**src/sv/word_lzw_encoder_top_assert.svh**
```systemverilog
// Assertion macros for the word LZW encoder.
// Used by word_lzw_encoder_top; no other dependencies.
`ifndef WORD_LZW_ENCODER_TOP_ASSERT_SVH
`define WORD_LZW_ENCODER_TOP_ASSERT_SVH

// Check that a condition implies a property in the same cycle.
`define WLZW_ASSERT_NOW(label, clk, rst_n, cond, prop, msg) \
    label: assert property (@(posedge clk) disable iff (!rst_n) (cond) |-> (prop)) \
        else $error(msg);

// Check that a condition implies a property in the next cycle.
`define WLZW_ASSERT_NEXT(label, clk, rst_n, cond, prop, msg) \
    label: assert property (@(posedge clk) disable iff (!rst_n) (cond) |=> (prop)) \
        else $error(msg);

`endif

```
**src/sv/wlzw_pkg.sv**
```systemverilog
// Shared types, constants and the slot hash of the word LZW encoder.
// No dependencies; imported by every module of the block.
package wlzw_pkg;

    localparam int SYMBOLS  = 65536;
    localparam int PHRASES  = 4096;
    localparam int SYM_W    = 16;
    localparam int CODE_W   = 30;
    localparam int PHRASE_W = $clog2(PHRASES);
    localparam int NEXT_W   = PHRASE_W + 1;
    localparam int SLOT_W   = PHRASE_W + 1;
    localparam int SLOTS    = 2 * PHRASES;

    localparam logic [CODE_W-1:0] BASE_CODE = CODE_W'(64'd1000000000);
    localparam logic [SYM_W-1:0]  SYM_MASK  = SYM_W'(SYMBOLS - 1);

    // Multipliers of the slot hash, reduced to the slot index width
    localparam logic [SLOT_W-1:0] HASH_CODE_MUL = SLOT_W'(64'd2654435761);
    localparam logic [SLOT_W-1:0] HASH_SYM_MUL  = SLOT_W'(64'd40503);

    // Output queue
    localparam int FIFO_DEPTH = 4;
    localparam int FIFO_AW    = $clog2(FIFO_DEPTH);
    localparam int FIFO_CW    = FIFO_AW + 1;

    typedef struct packed {
        logic [SYM_W-1:0] symbol;
        logic             last_in;
    } t_in_word;

    typedef struct packed {
        logic [CODE_W-1:0] code;
        logic              last_out;
    } t_out_word;

    // One hash slot: key (phrase code, symbol) and the phrase number it maps to
    typedef struct packed {
        logic                valid;
        logic [CODE_W-1:0]   code;
        logic [SYM_W-1:0]    symbol;
        logic [PHRASE_W-1:0] phrase;
    } t_slot;

    typedef struct packed {
        logic full;
        logic room2;
    } t_fifo_status;

    // Home slot of a key: low bits of code * A + symbol * B
    function automatic logic [SLOT_W-1:0] slot_hash(input logic [CODE_W-1:0] code,
                                                     input logic [SYM_W-1:0]  sym);
        logic [SLOT_W-1:0] prod_code;
        logic [SLOT_W-1:0] prod_sym;
        prod_code = SLOT_W'(code) * HASH_CODE_MUL;
        prod_sym  = SLOT_W'(sym) * HASH_SYM_MUL;
        return prod_code + prod_sym;
    endfunction

endpackage

```
**src/sv/wlzw_out_fifo.sv**
```systemverilog
// Small output queue of code words between the encoder core and the output port.
// Depends on wlzw_pkg for the word type and queue depth.
module wlzw_out_fifo (
    input  logic                  i_clk,
    input  logic                  i_rst_n,
    input  logic                  i_push,
    input  wlzw_pkg::t_out_word   i_push_data,
    output wlzw_pkg::t_fifo_status o_status,
    output logic                  o_out_valid,
    input  logic                  i_out_ready,
    output wlzw_pkg::t_out_word   o_out_data
);
    import wlzw_pkg::*;

    t_out_word          r_mem [FIFO_DEPTH];
    logic [FIFO_AW-1:0] r_wr_ptr;
    logic [FIFO_AW-1:0] r_rd_ptr;
    logic [FIFO_CW-1:0] r_count;
    logic [FIFO_AW-1:0] n_wr_ptr;
    logic [FIFO_AW-1:0] n_rd_ptr;
    logic [FIFO_CW-1:0] n_count;
    logic               w_pop;

    assign w_pop       = o_out_valid && i_out_ready;
    assign o_out_valid = (r_count != '0);
    assign o_out_data  = r_mem[r_rd_ptr];

    assign o_status.full  = (r_count == FIFO_CW'(FIFO_DEPTH));
    assign o_status.room2 = (r_count <= FIFO_CW'(FIFO_DEPTH - 2));

    // Advance pointers and occupancy
    always_comb begin
        n_wr_ptr = r_wr_ptr;
        n_rd_ptr = r_rd_ptr;
        n_count  = r_count;
        if (i_push) begin
            n_wr_ptr = r_wr_ptr + 1'b1;
        end
        if (w_pop) begin
            n_rd_ptr = r_rd_ptr + 1'b1;
        end
        if (i_push && !w_pop) begin
            n_count = r_count + 1'b1;
        end else if (!i_push && w_pop) begin
            n_count = r_count - 1'b1;
        end
    end

    always_ff @(posedge i_clk) begin
        if (!i_rst_n) begin
            r_wr_ptr <= '0;
            r_rd_ptr <= '0;
            r_count  <= '0;
        end else begin
            r_wr_ptr <= n_wr_ptr;
            r_rd_ptr <= n_rd_ptr;
            r_count  <= n_count;
        end
    end

    // Hold queued words
    always_ff @(posedge i_clk) begin
        if (i_push) begin
            r_mem[r_wr_ptr] <= i_push_data;
        end
    end

endmodule

```
**config.mk**
```make
export PLATFORM = sky130hd
export DESIGN_NAME = wlzw_out_fifo
export DESIGN_NICKNAME = d
export VERILOG_FILES = /design/src/sv/word_lzw_encoder_top_assert.svh /design/src/sv/wlzw_pkg.sv /design/src/sv/wlzw_out_fifo.sv
export SDC_FILE = /design/constraint.sdc
export NUM_CORES = 1
export LEC_CHECK = 0
export BUFFER_PORTS_ARGS = -buffer_cell sky130_fd_sc_hd__buf_2
export CAP_MARGIN = 30
export CORE_ASPECT_RATIO = 2
export CORE_MARGIN = 2
export CORE_UTILIZATION = 40
export CTS_CLUSTER_SIZE = 40
export DETAILED_ROUTE_END_ITERATION = 7
export GPL_ROUTABILITY_DRIVEN = 0
export PLACE_DENSITY_LB_ADDON = 0.1
export SKIP_LAST_GASP = 1
export SLEW_MARGIN = 10
export SYNTH_ARGS = -nofsm -noshare
export SYNTH_HDL_FRONTEND = slang
export SYNTH_SLANG_ARGS = --single-unit
```
**constraint.sdc**
```tcl
create_clock -name i_clk -period 2.8 [get_ports i_clk]
set_input_delay 0.14 -clock i_clk [delete_from_list [all_inputs] [get_ports i_clk]]
set_output_delay 0.14 -clock i_clk [all_outputs]
set_load 0.05 [all_outputs]
```
* Word-level counts from Yosys, hierarchy flattened *
Memory sizes are Yosys's and may differ from the RTL's. A register that Yosys moved wholly into a read port is not among the register bits.
Index checks and enable logic that the tools add are counted.

cells by class
  $add $sub $neg = 4
  order comparisons = 1
  equal/unequal tests = 1
  multiplexer cells = 6
  reductions and logical operators = 7

operators by type and width
  kind                                                                   number
  3-bit 2-to-1 mux                                                       2
  2-bit by 1-bit adder with 2-bit output, second input constant          2
  2-bit 2-to-1 mux                                                       2
  3-bit by 1-bit adder with 3-bit output, second input constant          1
  3-bit == test, second input constant                                   1
  3-bit by 2-bit <= comparator with 1-bit output, second input constant  1
  1-bit logical AND                                                      3
  3-bit nonzero test                                                     1
  3-bit by 1-bit subtractor with 3-bit output, second input constant     1
  1-bit logical NOT                                                      2
  1-bit 2-to-1 mux                                                       2
  2-bit nonzero test                                                     1

word-level totals
  register bits after elaboration = 7
  bits in writable memories = 124
  bits of input ports = 35
  output and inout port bits = 34
  logic and storage cells = 23
  memories kept = 1

memories
  memory  words  width  rd ports  clocked after memory_dff  write ports  line                 source
  r_mem   4      31     1         1                         1            wlzw_out_fifo.sv:15  t_out_word r_mem [FIFO_DEPTH];

* Logic depth before layout (Yosys ltp) *
  depth in word-level cells = 5
  gate-level depth with buffers = 7
  mapped depth without buffers = 7

* Least setup slack after synthesis *
Ideal clock, no wire load.

  path type = register to register
  from = register r_count[0]
  to = register r_count[2]
  setup time = 76 ps
  arrival = 1,882 ps
  required time = 2,724 ps
  path slack = 842 ps
  cell stages (with the launch flop) = 8
  path buffers = 0
  period minus slack after synthesis = 1,958 ps
  cell sequence = dfxtp_1 > o31ai_4 > ha_1 > inv_1 > fa_1 > xor2_1 > or3_1 > a21boi_0

between the ends
  word-level cells in the longest chain between the ends = 5
  elaborated cells on any way between the ends = 10
  those cells by class = 2 x add/sub; 2 x mux; 6 x reduce/logical

RTL lines
  what                                                                                                 line                 source
  start: declaration                                                                                   wlzw_out_fifo.sv:18  logic [FIFO_CW-1:0] r_count;
  start signal: assignment                                                                             wlzw_out_fifo.sv:57  r_count <= n_count;
  parallel branches: the longest is 5 deep, another holds 3-bit by 1-bit subtractor with 3-bit output  -

Parallel ways; which one is timed is not known. The select of a mux whose other input is x is not followed.
A chain may end at the register's enable or synchronous reset.

==> results.toml <==
[run_status]
run_status = "finished, final reports clean"

[yosys]
largest_family_of_logic_cells_by_synthesized_area = "multiplexers"
yosys_warnings = 0
synth-seq-cells = 133
synthSimpleGateAreaFrac = 0.0182
muxShareOfSynthArea = 0.145
synth_xor_area_frac = 0.00884
combined_area_of_all_synthesized_cells_um2 = 4950
synth-adder-area-share = 0.0167
register_area_share_after_synthesis = 0.788
post_synth.cell_area_avg_um2 = 24.2
synth_compound_area_frac = 0.0111
synth_cell_type_count = 21
synth_cells = 205
syn-num-nets = 246

[power_and_ir_drop]
power_density_nw_per_um2 = 993
clockPowerShare = 0.351
p_comb_frac = 0.270
peakVddDrop_mv = 0.622
total_leakage_power_nw = 2.24
p_int_w = 0.00440
power_switching_share = 0.312
power_frac_seq = 0.379
total_switching_power_w = 0.00200

[routing]
routed_via_density = 4.90
drc_violation_total_after_the_first_tritonroute_iteration = 143
final_antenna_net_count = 0
routed_wire_per_std_cell_um = 18.2
dr_total_vias = 2375
drc_errors = 0
postRouteWirelength_mm = 8.84
firstDrtPassIters = 4

[grt]
number_of_global_route_vias_before_repair = 2615
grt_antenna_before_repair = 0
grt_pass1_wl_mm = 13.7
grt_max_degree = 23
most_used_routing_layer_in_global_routing = "met2"
grt_util_all_layers = 0.147
grt_use_met3 = 0.0475
met1_track_utilization_from_global_routing = 0.165
globalRoute.totalOverflow = 0
grt_util_met2 = 0.254

[worst_setup_path]
critical_path_arrival_ps = 2000
timing.critical_path.fanout_max = 17
crit_path_start_kind = "register"
critical_path.cell_chain = "buf_12 > mux4_2 > buf_2"
cpMaxStageDelayCell = "dfxtp_2"
critical_path.endpoint_type = "output port"
critical_path.max_stage_delay_ps = 550
worstPathRequired_ps = 2660
worst_path_dominant_cell_family = "flip-flops"
critPathBufInv = 2
timing.setup.critical_path_class = "reg2out"

[clock_network]
cts_max_path_buffers = 2
cts_tree = "yes"
postCtsSetupBuffers = 0
cts.clk_slew.worst_paths_ps = 50
cts_resized = 0
clock_tree.root_cell = "clkbuf_16"
cts_inserted_buffers = 17
clock_latency_ps = 400
htreeDepth = 4
sink_count = 133

[final_layout]
areaGrowthSynthToFinish_pct = 30.0
insertedDiodeCount = 0
post_route_cells_drive_above_1_share = 0.432
fin_nets = 367
multiInputGateArea_um2 = 995
final-instance-count-excl-fill = 485
fill_cells = 988
seq_area_um2 = 3910

[placement]
placed_cells_incl_taps = 423
place.port_buffers = 68
dp.final_hpwl_mm = 5.54

[floorplan]
die-width_um = 82.7
floorplan.core_area_um2 = 12100
die_height_um = 161
initial_core_util = 0.409
fp.dieArea_um2 = 13300
boundaryPins = 69
num_rows = 57

[timing]
max_freq_ghz = 0.468
period_share = 0.763
setup_violations = 0
tightest_slew_ps = 491
report.final.slew_viol_count = 0
finalCriticalPeriod_ps = 2140
timing.max_slew.rel_slack = 0.673
fin_skew_ps = 4.04
timing.setup.tns_ps = 0
report.final.hold_viol_count = 0
grt_setup_unrepaired = "no"

[run]
max-cap-violations = 0

[worst_hold_path]
worst_hold_path_type = "in2reg"
[placed cells by master, fill, tap and decap left out, types with 2 or more instances in the layout]
cell type / n
and2_1: 5
and2_2: 4
buf_2: 68
buf_4: 8
bufinv_16: 4
clkbuf_16: 17
clkinv_1: 2
clkinv_2: 2
clkinv_4: 3
clkinvlp_4: 3
dfxtp_1: 7
dfxtp_2: 2
dlygate4sd3_1: 31
edfxtp_1: 124
ha_1: 5
inv_1: 3
mux2i_1: 2
mux4_2: 31
nor2b_1: 2
xnor2_1: 3
xor2_1: 2
[power by group through the flow]
stage | Sequential (W) | Combinational (W) | Clock [W]
detailed placement | 0.00247 | 0.00172 | 0
global route | 0.00245 | 0.00184 | 0.00239
finish | 0.00242 | 0.00173 | 0.00224
CTS | 0.00243 | 0.00176 | 0.00230
floorplan | 0.00241 | 0.00140 | 0
global placement | 0.00247 | 0.00172 | 0
[registers in the layout, summed over array words and instances, names as in the netlist, named ones only]
register / flops
r_mem: 124
r_count: 3
r_rd_ptr: 2
r_wr_ptr: 2
[final timing paths]
kind | start | end | slack, ps | cells past startpoint
worst min register to register | r_wr_ptr[1] | r_wr_ptr[1] | 560 | 2
worst max register to register | r_count[0] | r_count[2] | 750 | 7
worst max-delay path | register | o_out_data[21] | 660 | 3
worst min-delay path | i_rst_n | r_count[0] | 50 | 2
[per-layer routing]
metal | part of all wire | vias to the layer above
li1 | - | 1096
met1 | 0.39 | 1219
met2 | 0.56 | 51
met3 | 0.037 | 9
met4 | 0.014 | 0
met5 | 0 | -
[cell families (layout without fill, tap and decap cells)]
group | count (synthesis) | in the layout
XOR/XNOR | 5 | 5
flip-flops | 133 | 133
AO/OA/AOI/OAI | 5 | 5
AND/OR/NAND/NOR | 14 | 14
multiplexers | 33 | 33
buffers and inverters | 9 | 142
adder cells (fa/ha/maj) | 6 | 6
[synthesized netlist by cell type]
master	count	share of area
xnor2_1	3	0.0053
inv_1	3	0.0023
mux2i_1	2	0.0040
xor2_1	2	0.0035
buf_2	3	0.0030
nor2b_1	2	0.0025
o21ai_0	1	0.0010
ha_1	5	0.013
o311ai_2	1	0.0033
or3_2	1	0.0015
o31ai_4	1	0.0043
edfxtp_1	124	0.75
mux4_2	31	0.14
or3_1	1	0.0013
dfxtp_1	9	0.036
buf_6	3	0.0068
a21boi_0	1	0.0015
fa_1	1	0.0040
a21oi_1	1	0.0010
and2_1	9	0.011
nor3b_1	1	0.0015
[repair_timing]
item | in CTS | in global routing
hold buffers | 31 | 0
endpoints found under the hold margin | 124 | 0
endpoints found under the setup margin | 0 | 0
[through the flow]
step / util / area, um2 / hold WS [ps] / worst slack (ps) / total power (W)
CTS: 0.531 / 6440 / 36.4 / 581 / 0.00649
global route: 0.531 / 6440 / 55.4 / 530 / 0.00667
finish: 0.531 / 6440 / 48.7 / 663 / 0.00639
detailed placement: 0.455 / 5520 / 354 / 757 / 0.00420
global placement: 0.455 / 5520 / 353 / 767 / 0.00419
floorplan: - / 4950 / 239 / 842 / 0.00381
[cell type report]
cell class,instances,share of cell area
clock buffers,17,0.0661
clock inverters,14,0.0290
inverters,3,0.00175
multi-input cells,63,0.154
flip-flops and latches,133,0.607
well taps,147,0.0286
repair buffers,108,0.113
[worst register-to-register path: stages, from the launching register on]
cell and delay (ps):
dfxtp_1 400, o31ai_4 300, ha_1 220, inv_1 60
fa_1 370, xor2_1 170, or3_1 300, a21boi_0 160
Note: power is estimated with default switching activity, not from simulation.
